File: src/rtl/u8c_pkg.sv
package u8c_pkg;

	localparam int unsigned PointW = 21;
	localparam int unsigned ByteW  = 8;
	localparam int unsigned KindW  = 2;

	localparam logic [KindW-1:0] KIND_POINT = 2'd0;
	localparam logic [KindW-1:0] KIND_BYTE  = 2'd1;
	localparam logic [KindW-1:0] KIND_ERROR = 2'd2;

	typedef logic [PointW-1:0] point_t;
	typedef logic [ByteW-1:0]  byte_t;
	typedef logic [1:0]        idx_t;

	typedef struct packed {
		logic                 has_result;
		logic [KindW-1:0]     kind;
		point_t               point;
	} u8c_dec_res_t;

endpackage

File: src/rtl/u8c_dec.sv
module u8c_dec
	import u8c_pkg::*;
(
	input  logic         clk,
	input  logic         arst_n,
	input  logic         step,
	input  byte_t        in_byte,
	output u8c_dec_res_t res
);

	point_t partial_q;
	idx_t   pending_q;
	point_t partial_d;
	idx_t   pending_d;
	idx_t   pending_m1;
	point_t merged;

	assign pending_m1 = pending_q - 2'd1;

	always_comb begin
		unique case (pending_m1)
			2'd0:    merged = partial_q | {15'd0, in_byte[5:0]};
			2'd1:    merged = partial_q | {9'd0, in_byte[5:0], 6'd0};
			2'd2:    merged = partial_q | {3'd0, in_byte[5:0], 12'd0};
			default: merged = partial_q | {in_byte[2:0], 18'd0};
		endcase
	end

	always_comb begin
		partial_d      = partial_q;
		pending_d      = pending_q;
		res.has_result = 1'b0;
		res.kind       = KIND_POINT;
		res.point      = '0;
		if (pending_q == 2'd0) begin
			priority if (in_byte[7] == 1'b0) begin
				res.has_result = 1'b1;
				res.point      = {13'd0, in_byte};
			end else if (in_byte[7:3] == 5'b11110) begin
				partial_d = {in_byte[2:0], 18'd0};
				pending_d = 2'd3;
			end else if (in_byte[7:4] == 4'b1110) begin
				partial_d = {5'd0, in_byte[3:0], 12'd0};
				pending_d = 2'd2;
			end else if (in_byte[7:5] == 3'b110) begin
				partial_d = {10'd0, in_byte[4:0], 6'd0};
				pending_d = 2'd1;
			end else begin
				partial_d      = '0;
				res.has_result = 1'b1;
				res.kind       = KIND_ERROR;
			end
		end else if (in_byte[7:6] != 2'b10) begin
			partial_d      = '0;
			pending_d      = 2'd0;
			res.has_result = 1'b1;
			res.kind       = KIND_ERROR;
		end else begin
			pending_d = pending_m1;
			if (pending_m1 == 2'd0) begin
				partial_d      = '0;
				res.has_result = 1'b1;
				res.point      = merged;
			end else begin
				partial_d = merged;
			end
		end
	end

	always_ff @(posedge clk or negedge arst_n) begin
		if (!arst_n) begin
			partial_q <= '0;
			pending_q <= 2'd0;
		end else if (step) begin
			partial_q <= partial_d;
			pending_q <= pending_d;
		end
	end

endmodule

File: src/rtl/u8c_enc.sv
module u8c_enc
	import u8c_pkg::*;
(
	input  point_t code_point,
	input  idx_t   idx,
	output byte_t  out_byte,
	output idx_t   last_idx
);

	byte_t b [4];

	always_comb begin
		b[0] = '0;
		b[1] = '0;
		b[2] = '0;
		b[3] = '0;
		priority if (code_point[20:7] == 14'd0) begin
			b[0]     = {1'b0, code_point[6:0]};
			last_idx = 2'd0;
		end else if (code_point[20:11] == 10'd0) begin
			b[0]     = {3'b110, code_point[10:6]};
			b[1]     = {2'b10, code_point[5:0]};
			last_idx = 2'd1;
		end else if (code_point[20:16] == 5'd0) begin
			b[0]     = {4'b1110, code_point[15:12]};
			b[1]     = {2'b10, code_point[11:6]};
			b[2]     = {2'b10, code_point[5:0]};
			last_idx = 2'd2;
		end else begin
			b[0]     = {5'b11110, code_point[20:18]};
			b[1]     = {2'b10, code_point[17:12]};
			b[2]     = {2'b10, code_point[11:6]};
			b[3]     = {2'b10, code_point[5:0]};
			last_idx = 2'd3;
		end
	end

	assign out_byte = b[idx];

endmodule

File: src/rtl/utf8_codec_top.sv
// UTF-8 decoder and encoder. Each transaction is held in one input register and
// its results leave through one output register, one result per cycle while
// out_ready is high. A decode byte yields at most one result (a code point on an
// ASCII byte or final continuation byte, an error on a bad lead or continuation
// byte, nothing otherwise), so bytes stream at one per clock unless out_ready
// holds back a result. An encode transaction stays in the input register until
// it has emitted 1 to 4 bytes, the count set by the code point's size; last marks
// its final byte. A pending decode sequence is kept across encode transactions.
module utf8_codec_top
	import u8c_pkg::*;
(
	input  logic             clk,
	input  logic             arst_n,
	input  logic             in_valid,
	output logic             in_ready,
	input  logic             req_type,
	input  byte_t            in_byte,
	input  point_t           code_point,
	output logic             out_valid,
	input  logic             out_ready,
	output logic [KindW-1:0] out_kind,
	output point_t           decoded_point,
	output byte_t            out_byte,
	output logic             last
);

	logic         valid_s1;
	logic         req_type_s1;
	byte_t        in_byte_s1;
	point_t       code_point_s1;
	idx_t         enc_idx_q;
	logic         out_valid_q;

	u8c_dec_res_t dec_res;
	byte_t        enc_byte;
	idx_t         enc_last_idx;
	logic         has_result;
	logic         out_free;
	logic         s1_fire;
	logic         s1_done;
	logic         enc_last;

	u8c_dec u_dec (
		.clk     (clk),
		.arst_n  (arst_n),
		.step    (s1_fire && !req_type_s1),
		.in_byte (in_byte_s1),
		.res     (dec_res)
	);

	u8c_enc u_enc (
		.code_point (code_point_s1),
		.idx        (enc_idx_q),
		.out_byte   (enc_byte),
		.last_idx   (enc_last_idx)
	);

	assign enc_last   = (enc_idx_q == enc_last_idx);
	assign has_result = req_type_s1 ? 1'b1 : dec_res.has_result;
	assign out_free   = !out_valid_q || out_ready;
	assign s1_fire    = valid_s1 && (!has_result || out_free);
	assign s1_done    = s1_fire && (!req_type_s1 || enc_last);
	assign in_ready   = !valid_s1 || s1_done;
	assign out_valid  = out_valid_q;

	always_ff @(posedge clk or negedge arst_n) begin
		if (!arst_n) begin
			valid_s1  <= 1'b0;
			enc_idx_q <= 2'd0;
		end else begin
			if (in_ready) begin
				valid_s1  <= in_valid;
				enc_idx_q <= 2'd0;
			end else if (s1_fire && req_type_s1) begin
				enc_idx_q <= enc_idx_q + 2'd1;
			end
		end
	end

	always_ff @(posedge clk) begin
		if (in_ready && in_valid) begin
			req_type_s1   <= req_type;
			in_byte_s1    <= in_byte;
			code_point_s1 <= code_point;
		end
	end

	always_ff @(posedge clk or negedge arst_n) begin
		if (!arst_n) begin
			out_valid_q <= 1'b0;
		end else if (s1_fire && has_result) begin
			out_valid_q <= 1'b1;
		end else if (out_ready) begin
			out_valid_q <= 1'b0;
		end
	end

	always_ff @(posedge clk) begin
		if (s1_fire && has_result) begin
			if (req_type_s1) begin
				out_kind      <= KIND_BYTE;
				decoded_point <= '0;
				out_byte      <= enc_byte;
				last          <= enc_last;
			end else begin
				out_kind      <= dec_res.kind;
				decoded_point <= dec_res.point;
				out_byte      <= '0;
				last          <= 1'b1;
			end
		end
	end

endmodule

File: config.mk
export PLATFORM = sky130hd
export DESIGN_NAME = utf8_codec_top
export DESIGN_NICKNAME = d
export VERILOG_FILES = /design/src/rtl/u8c_pkg.sv /design/src/rtl/u8c_dec.sv /design/src/rtl/u8c_enc.sv /design/src/rtl/utf8_codec_top.sv
export SDC_FILE = /design/constraint.sdc
export NUM_CORES = 1
export LEC_CHECK = 0
export BUFFER_PORTS_ARGS = -buffer_cell sky130_fd_sc_hd__clkbuf_2
export CORE_MARGIN = 2
export CORE_UTILIZATION = 51
export DETAILED_ROUTE_END_ITERATION = 8
export PLACE_DENSITY = 0.86
export SETUP_SLACK_MARGIN = 0.3
export SYNTH_ARGS = -nofsm -noshare
export SYNTH_HDL_FRONTEND = slang
export SYNTH_SLANG_ARGS = --single-unit
File: constraint.sdc
create_clock -name clk -period 3.6 [get_ports clk]
set_input_delay 0.72 -clock clk [delete_from_list [all_inputs] [get_ports clk]]
set_output_delay 0.72 -clock clk [all_outputs]
set_load 0.05 [all_outputs]
# Yosys cells after proc, flatten, opt, wreduce, memory -nomap -nowiden
# Index checks and enable logic that the tools add are counted.
[word_totals] ff_bits=89 input_bits=34 out_inout_bits=34 elab_cells=95
[op_classes] n_addsub=2 order_cmp=1 n_eq_ne=9 mux=43 n_bitwise=5 reduce_logical=23
[op_table] operator="$mux W21" n=8
[op_table] operator="$pmux W21 S3" n=1
[op_table] operator="$mux W16" n=3
[op_table] operator="$mux W24" n=2
[op_table] operator="$mux W8" n=4
[op_table] operator="$mux W2" n=12
[op_table] operator="$or A21 B12 Y21" n=1
[op_table] operator="$or A21 B18 Y21" n=1
[op_table] operator="$or A21 B21 Y21" n=1
[op_table] operator="$or A21 B6 Y21" n=1
[op_table] operator="$bmux W8 S2" n=1
[op_table] operator="$logic_not A14 Y1" n=1
[op_table] operator="$mux W11" n=1
[op_table] operator="$logic_not A10 Y1" n=1
[op_table] operator="$mux W3" n=3
[op_table] operator="$mux W1" n=7
[op_table] operator="$mux W7" n=1
[op_table] operator="$logic_and A1 B1 Y1" n=6
[op_table] operator="$eq A5 B5 Y1 const B" n=1
[op_table] operator="$logic_not A5 Y1" n=1
[op_table] operator="$eq A4 B4 Y1 const B" n=1
[op_table] operator="$logic_not A1 Y1" n=4
[op_table] operator="$logic_not A2 Y1" n=2
[op_table] operator="$logic_or A1 B1 Y1" n=4
[op_table] operator="other kinds (13)" n=15

# Longest topological paths before layout
# Gate-level depths: netlist (run 1).
[depth] ltp_word=13 ltp_mapped=8 ltp_nobuf=7

# Modules after synthesis
# A second synthesis (run 1) with hierarchy kept.
[unflattened] hier_cells=415 area_unflattened_um2=4638.2
[by_module_without_submodules] module="utf8_codec_top" n_inst=1 cells_per_inst=122 area_per_inst_um2=2321.0 seq_area_each_um2=1961.9
[by_module_without_submodules] module="u8c_dec" n_inst=1 cells_per_inst=192 area_per_inst_um2=1586.5 seq_area_each_um2=575.6
[by_module_without_submodules] module="u8c_enc" n_inst=1 cells_per_inst=101 area_per_inst_um2=730.7 seq_area_each_um2=0.0

# Worst setup path after synthesis (run 1)
# Ideal clock, no wire load.
[synth_timing] path_kind="reg-to-reg" from="register code_point_s1[12]" to="register code_point_s1[0], enable pin" setup_ps=428 arrival_time_ps=3353 required_ps=3172 slack_ps=-181 path_stages_with_launch=6 path_buffers=0 synth_period_minus_slack_ps=3781 path_cell_list="edfxtp_1 -> or4_1 -> or4b_1 -> o221a_1 -> o21a_1 -> o22ai_1"
[synth_via] elab_chain_len=8 word_cells_on_any_way=9 cone_classes="1 x eq/ne; 2 x mux; 6 x reduce/logical"
[synth_lines] item="from (decl)" line_no="utf8_codec_top.sv:30" rtl="point_t code_point_s1;"
[synth_lines] item="from (signal assigned)" line_no="utf8_codec_top.sv:84" rtl="code_point_s1 <= code_point;"
[synth_lines] item="$logic_not A10 Y1" line_no="u8c_enc.sv:20" rtl="end else if (code_point[20:11] == 10'd0) begin"
[synth_lines] item="$mux W2" line_no="u8c_enc.sv:20"
[synth_lines] item="$mux W2 *" line_no="u8c_enc.sv:17" rtl="priority if (code_point[20:7] == 14'd0) begin"
[synth_lines] item="$eq A2 B2 Y1 *" line_no="utf8_codec_top.sv:58" rtl="assign enc_last = (enc_idx_q == enc_last_idx);"
[synth_lines] item="$logic_or A1 B1 Y1 *" line_no="utf8_codec_top.sv:62" rtl="assign s1_done = s1_fire && (!req_type_s1 || enc_last);"
[synth_lines] item="$logic_and A1 B1 Y1 *" line_no="utf8_codec_top.sv:62"
[synth_lines] item="$logic_or A1 B1 Y1 *" line_no="utf8_codec_top.sv:63" rtl="assign in_ready = !valid_s1 || s1_done;"
[synth_lines] item="$logic_and A1 B1 Y1 *" line_no="utf8_codec_top.sv:81" rtl="if (in_ready && in_valid) begin"
# Every way passes the cells marked *; elsewhere a longest branch is shown, timed or not.
# A chain may end at the register's enable or synchronous reset.

# Worst setup path after layout (run 1)
[layout_timing] from="register code_point_s1[11]" to="output port in_ready"
[layout_via] elab_chain_len=7 word_cells_on_any_way=8 cone_classes="1 x eq/ne; 2 x mux; 5 x reduce/logical"
[layout_lines] item="$logic_not A10 Y1" line_no="u8c_enc.sv:20"
[layout_lines] item="$mux W2" line_no="u8c_enc.sv:20"
[layout_lines] item="$mux W2 *" line_no="u8c_enc.sv:17"
[layout_lines] item="$eq A2 B2 Y1 *" line_no="utf8_codec_top.sv:58"
[layout_lines] item="$logic_or A1 B1 Y1 *" line_no="utf8_codec_top.sv:62"
[layout_lines] item="$logic_and A1 B1 Y1 *" line_no="utf8_codec_top.sv:62"
[layout_lines] item="$logic_or A1 B1 Y1 *" line_no="utf8_codec_top.sv:63"
[layout_lines] item="to (decl)" line_no="utf8_codec_top.sv:15" rtl="output logic in_ready,"
# Marks and branches as above.

==> run_results.csv, run 1 <==
group,metric,value,unit
placement,gp_congestion,0.952,
detailed_routing,top_layer,"met4",
synth,synth_edf_count,62,
timing,tightest_slew,0.893,ns
synth,synth_top_family_by_area,"compound AO/OA/AOI/OAI gates",
setup_path,slowest_delay,0.55,ns
power,peakVddDrop,0.344,mV
synth,syn_inst,356,
power,comb_power_share,33.4,%
power,intPower,1.96,mW
power,total_power,3.30,mW
floorplan,die_x,94.2,um
synth,synth_top_area_share,44.9,%
synth,synth_commonest_cells,"edfxtp_1 (62), nor2_1 (40), a21oi_1 (34), dfrtp_1 (27), nand2_1 (19)",
setup_path,arrival,2.52,ns
timing,setup_viol,0,
detailed_routing,vias,3298,
synth,syn-num-nets,394,
clock_tree,clkTransAtPathRegs,0.11,ns
power,clock_power_share,21.8,%
setup_path,critical-path-slowest-cell,"or4_4",
setup_path,worst_setup_path_end_kind,"primary output",
setup_path,crit_type,"flop to primary output",
clock_tree,clk_latency,0.37,ns
synth,synth-adder-area-share,1.21,%
synth,synthFlopType,"edfxtp_1",
floorplan,die_area,0.00887,mm^2
finish,n_antenna_cell,0,
detailed_routing,drt_wl_total,9.54,mm
job,cap_viol_max_count,0,
clock_tree,cts_tree,"yes",
floorplan,io_pins,68,
timing,fin_crit_sh,89.9,%
clock_tree,clockBufferDepth,2,
synth,synth-compound-area-share,18.3,%
placement,hpwl,6.46,mm
power,p_leak,1.97,nW
timing,fin_tns_setup,0,ns
setup_path,cp-start-kind,"flop",
setup_path,cp_cell_sequence,"or4_4, or4b_1, o221a_1, o21a_1, o21ai_2, buf_8",
floorplan,row_count,32,
timing,finalClockSkew,0.0150,ns
synth,synth_top_area_cell,"edfxtp_1",
synth,yosys.area_share.simple,14.4,%
setup_path,worstPathRequired,2.88,ns
clock_tree,clock-sinks,89,
grt,grt_max_degree,33,
synth,async_reset_ff_share,30.3,%
grt,grt_usage,22.7,%
timing,max_clock_freq,0.309,GHz
grt,overflow,0,
detailed_routing,drt-initial-drc-count,577,
synth,yosysMostFrequentCell,"edfxtp_1",
detailed_routing,wl_per_cell,17.7,um
synth,synthDistinctLibCells,57,
synth,synth_xor_xnor_area_share,0.211,%
synth,yosysWarningCount,0,
power,seqPwrFrac,44.8,%
power,power_switching,1.34,mW
grt,antenna_found_initial,1,
grt,grt_pass1_vias,3014,
detailed_routing,m1WireLength,4.17,mm
synth,synth_mux_area_share,1.75,%
grt,grt_pass1_wl,15.2,mm
detailed_routing,dr_wl_met3,804,um
synth,yosys-top-cells-area,"edfxtp_1 (45%), dfrtp_1 (16%), a21oi_1 (4.1%)",
placement,io_buffers,67,
hold_path,holdCritPathClass,"input port to asynchronous set/reset pin",
timing,hold_viol,0,
synth,synth-seq-cells,89,
synth,ys_seq_area_share,61.2,%
synth,avgSynthCellArea,11.6,um^2
detailed_routing,drc_errors,0,
run_status,run_status,"completed",
synth,syn_area,0.00415,mm^2
clock_tree,h-tree-depth,3,
finish,drive_gt1_share,26.3,%
finish,nets,470,
detailed_routing,firstDrtPassIters,5,
detailed_routing,via_per_inst,6.12,
timing,period_needed,3.24,ns
floorplan,core,0.00781,mm^2
timing,whs,0.372,ns
timing,drv_slew,0,
setup_path,cp_max_fo,3,
clock_tree,root_buffer,"clkbuf_8",
detailed_routing,wl_met2,4.44,mm
timing,slew_headroom,39.7,%
timing,rsz0062_at_grt,"yes",
floorplan,start_util,53.1,%
clock_tree,cts_buffers,9,
power,p_sw_share,40.7,%
finish,area_growth,18.3,%
detailed_routing,ant_nets,0,
power,p_per_area,673,mW/mm^2
floorplan,dieHeight,94.2,um
[metrics by stage]
step	util, %	setup WS, ns	cell area (um^2)	cells
2_1_floorplan	-	0.319	4150	356
3_3_place_gp	58.9	0.488	4600	514
3_5_place_dp	58.9	0.512	4600	514
4_1_cts	62.6	0.320	4880	537
5_1_grt	62.8	0.280	4900	539
6_report	62.8	0.365	4900	539
[routing by layer]
layer / GRT usage, % / up-vias
met1: 32.9 / 1595
met5: 0 / -
met2: 34.2 / 188
met4: 7.97 / 0
li1: - / 1501
met3: 4.65 / 14
[sequential cells by signal, indices dropped and copies added (netlist names)]
signal / cells
code_point_s1: 21
decoded_point: 21
u_dec.partial_q: 21
in_byte_s1: 8
out_byte: 8
enc_idx_q: 2
out_kind: 2
u_dec.pending_q: 2
last: 1
out_valid: 1
req_type_s1: 1
valid_s1: 1
[final timing paths]
path | from | to | slack [ns] | cells past startpoint
setup / recovery | code_point_s1[11] | in_ready | 0.36 | 6
hold / removal | arst_n | u_dec.partial_q[13] | 0.37 | 1
setup reg to reg | u_dec.pending_q[0] | u_dec.partial_q[8] | 0.73 | 8
hold reg to reg | u_dec.partial_q[2] | u_dec.partial_q[2] | 0.51 | 1
max in group asynchronous | arst_n | u_dec.partial_q[0] | 2.75 | 1
min in group clk | u_dec.partial_q[2] | u_dec.partial_q[2] | 0.51 | 1
[cell type report]
class / count / area, um^2
clock buffers: 10 / 149
clock inverters: 6 / 65.1
fillers: 617 / 2900
inverters: 8 / 30.0
multi-input cells: 239 / 1520
flip-flops and latches: 89 / 2540
well taps: 102 / 128
repair buffers: 85 / 480
[worst max-delay path: cells and delay by family (launching register included)]
family                 cells  cell delay [ns]
flip-flops                 1             0.40
AND/OR/NAND/NOR            2             1.07
AO/OA/AOI/OAI              3             0.50
buffers and inverters      1             0.17
[what timing repair did]
| item | 4_1_cts | 5_1_grt |
|---|---|---|
| endpoints found under the hold margin | 0 | 0 |
| gates resized for setup | 4 | 3 |
| hold buffers | 0 | 0 |
| setup endpoints to repair | 1 | 1 |
| gates cloned | 0 | 0 |
| setup buffers | 7 | 2 |
| pin swaps | 2 | 2 |
[placed cells by master (no fill, tap or decap), drive strengths merged, types with 5 or more instances in the layout]
cell / count
clkbuf: 76
edfxtp: 62
nor2: 40
a21oi: 34
dfrtp: 27
nand2: 19
buf: 19
o21ai: 15
nor2b: 14
a22o: 11
inv: 11
a211oi: 10
nor3: 8
nand2b: 6
o21a: 5
and3: 5
mux2i: 5
[power groups by stage]
stage	logic (mW)	registers [mW]	clock network, mW
3_5_place_dp	1.06	1.50	0
2_1_floorplan	0.501	1.77	0
3_3_place_gp	1.04	1.48	0
5_1_grt	1.18	1.50	0.770
4_1_cts	1.09	1.47	0.720
6_report	1.10	1.48	0.719
[logic make-up (layout without fill, tap and decap cells)]
| family | Yosys count | count (layout) |
|---|---|---|
| compound gates | 110 | 110 |
| xor+xnor | 1 | 1 |
| fa+ha+maj | 4 | 4 |
| buf+inv | 28 | 109 |
| flops | 89 | 89 |
| mux | 7 | 7 |
| simple gates | 117 | 117 |
(Power assumes the default switching activity.)
==> run 2: changes to the inputs <==
==> constraint.sdc (replaced) <==
create_clock -name clk -period 3.6 [get_ports clk]
set_input_delay 0.54 -clock clk [delete_from_list [all_inputs] [get_ports clk]]
set_output_delay 0.54 -clock clk [all_outputs]
set_load 0.05 [all_outputs]
==> run 2 against run 1 <==
Against the previous run: routed wire length down 5.3%; clock skew down 0.0021 ns; flip-flop and latch count unchanged; sequential power about the same; die area unchanged; non-clock buffer count down 10; hold slack worse by 0.16 ns; critical path depth unchanged; first-iteration DRC count down 46%; register-to-register slack better by 0.04 ns; sequential share of layout area up 0.75 points; cell count down 1.9%; critical path type unchanged; largest cell class unchanged; largest power group unchanged; highest routed layer unchanged.
==> run_results.csv, run 2 (synthesis results as in run 1) <==
group,metric,value,unit
placement,io_buffers,67,
setup_path,regToRegSetupSlack,0.77,ns
floorplan,io_pins,68,
grt,grt_pass1_wl,14.5,mm
floorplan,die_x,94.2,um
clock_tree,clock-sinks,89,
hold_path,holdCritPathClass,"input port to asynchronous set/reset pin",
timing,rsz0062_at_grt,"no",
finish,area_growth,16.6,%
detailed_routing,vias,3130,
finish,final_cell_mix,"clkbuf_2 (66), edfxtp_1 (62), nor2_1 (40), a21oi_1 (32), dfrtp_1 (27)",
placement,place_area,0.00459,mm^2
clock_tree,cts_tree,"yes",
detailed_routing,drt-initial-drc-count,311,
floorplan,dieHeight,94.2,um
floorplan,die_area,0.00887,mm^2
timing,slew_headroom,45.2,%
timing,max_clock_freq,0.313,GHz
floorplan,start_util,53.1,%
timing,fin_crit_sh,88.7,%
detailed_routing,drc_errors,0,
setup_path,cp_max_fo,5,
finish,nets,460,
finish,drive_gt1_share,24.6,%
setup_path,cp_cell_sequence,"or4_4, or4b_1, o221a_1, o21a_1, o21ai_2, buf_8",
detailed_routing,firstDrtPassIters,5,
timing,period_needed,3.19,ns
clock_tree,h-tree-depth,3,
power,p_per_area,676,mW/mm^2
clock_tree,clk_latency,0.36,ns
placement,gp_congestion,0.939,
clock_tree,clkTransAtPathRegs,0.10,ns
power,total_power,3.27,mW
setup_path,crit_type,"flop to primary output",
grt,grt_max_degree,33,
timing,finalClockSkew,0.0129,ns
power,p_leak,1.92,nW
setup_path,slowest_delay,0.60,ns
placement,hpwl,6.40,mm
setup_path,critical-path-top-delay-family,"simple AND/OR/NAND/NOR gates",
finish,fin_area,0.00483,mm^2
clock_tree,root_buffer,"clkbuf_8",
setup_path,worst_setup_path_end_kind,"primary output",
clock_tree,clockBufferDepth,2,
detailed_routing,drt_wl_total,9.04,mm
finish,final_common_cell,"clkbuf_2",
run_status,run_status,"completed",
clock_tree,cts_buffers,9,
floorplan,row_count,32,
detailed_routing,wl_per_cell,17.1,um
grt,grt_pass1_vias,2873,
finish,n_antenna_cell,0,
timing,drv_slew,0,
floorplan,core,0.00781,mm^2
setup_path,critical-path-slowest-cell,"or4_4",
detailed_routing,via_per_inst,5.92,
placement,pre_cts_slack,0.478,ns
finish,n_fill_cell,615,
grt,overflow,0,
setup_path,worstPathRequired,3.06,ns
timing,hold_viol,0,
timing,fin_tns_setup,0,ns
setup_path,cp-start-kind,"flop",
power,peakVddDrop,0.373,mV
finish,reg_top3,"code_point_s1 x21, decoded_point x21, u_dec.partial_q x21",
timing,setup_viol,0,
setup_path,worst-path-buf-inv,1,
detailed_routing,ant_nets,0,
grt,antenna_found_initial,0,
job,cap_viol_max_count,0,
timing,setup_slack,0.406,ns
timing,tightest_slew,0.811,ns
grt,grt_usage,21.2,%
setup_path,arrival,2.65,ns
-- run 2: layout make-up --
cell class / instances / area (um^2) / area share (%)
flip-flops and latches: 89 / 2540 / 52.5
repair buffers: 75 / 418 / 8.64
multi-input cells: 239 / 1510 / 31.3
inverters: 8 / 30.0 / 0.621
clock inverters: 7 / 83.8 / 1.73
clock buffers: 9 / 124 / 2.56
well taps: 102 / 128 / 2.64
-- run 2: final timing paths --
| path | to | cells after the start | startpoint |
|---|---|---|---|
| worst max register to register | code_point_s1[12] | 6 | code_point_s1[16] |
| min in group clk | in_byte_s1[7] | 1 | in_byte[7] |
| max in group asynchronous | u_dec.partial_q[1] | 1 | arst_n |
| worst max-delay path | in_ready | 6 | code_point_s1[16] |
| worst min-delay path | u_dec.partial_q[13] | 1 | arst_n |
| worst min register to register | u_dec.partial_q[0] | 1 | u_dec.partial_q[0] |
-- run 2: power breakdown --
| part | internal [mW] | leakage (nW) | switching, mW |
|---|---|---|---|
| combinational | 0.303 | 0.844 | 0.768 |
| clock | 0.334 | 0.104 | 0.378 |
| sequential | 1.33 | 0.966 | 0.157 |
| total | 1.97 | 1.92 | 1.30 |
-- run 2: what timing repair did --
item,4_1_cts,5_1_grt
hold buffers,0,0
hold endpoints to repair,0,0
setup buffers,0,2
pin swaps,0,1
setup endpoints to repair,1,1
resized for setup,4,2
-- run 2: metrics by stage --
step	hold slack [ns]	std cells	utilization (%)
after global placement	0.483	511	58.8
final	0.214	529	61.9
after detailed placement	0.489	511	58.8
after global routing	0.244	529	61.9
after CTS	0.224	527	61.7
after floorplan	0.244	356	-
-- run 2: layer usage --
| metal | up-vias | GRT usage [%] | share of wire (%) |
|---|---|---|---|
| li1 | 1481 | - | - |
| met1 | 1450 | 31.2 | 44 |
| met2 | 189 | 31.8 | 47 |
| met3 | 10 | 4.74 | 8.6 |
| met4 | 0 | 5.68 | 0.90 |
| met5 | - | 0 | 0 |
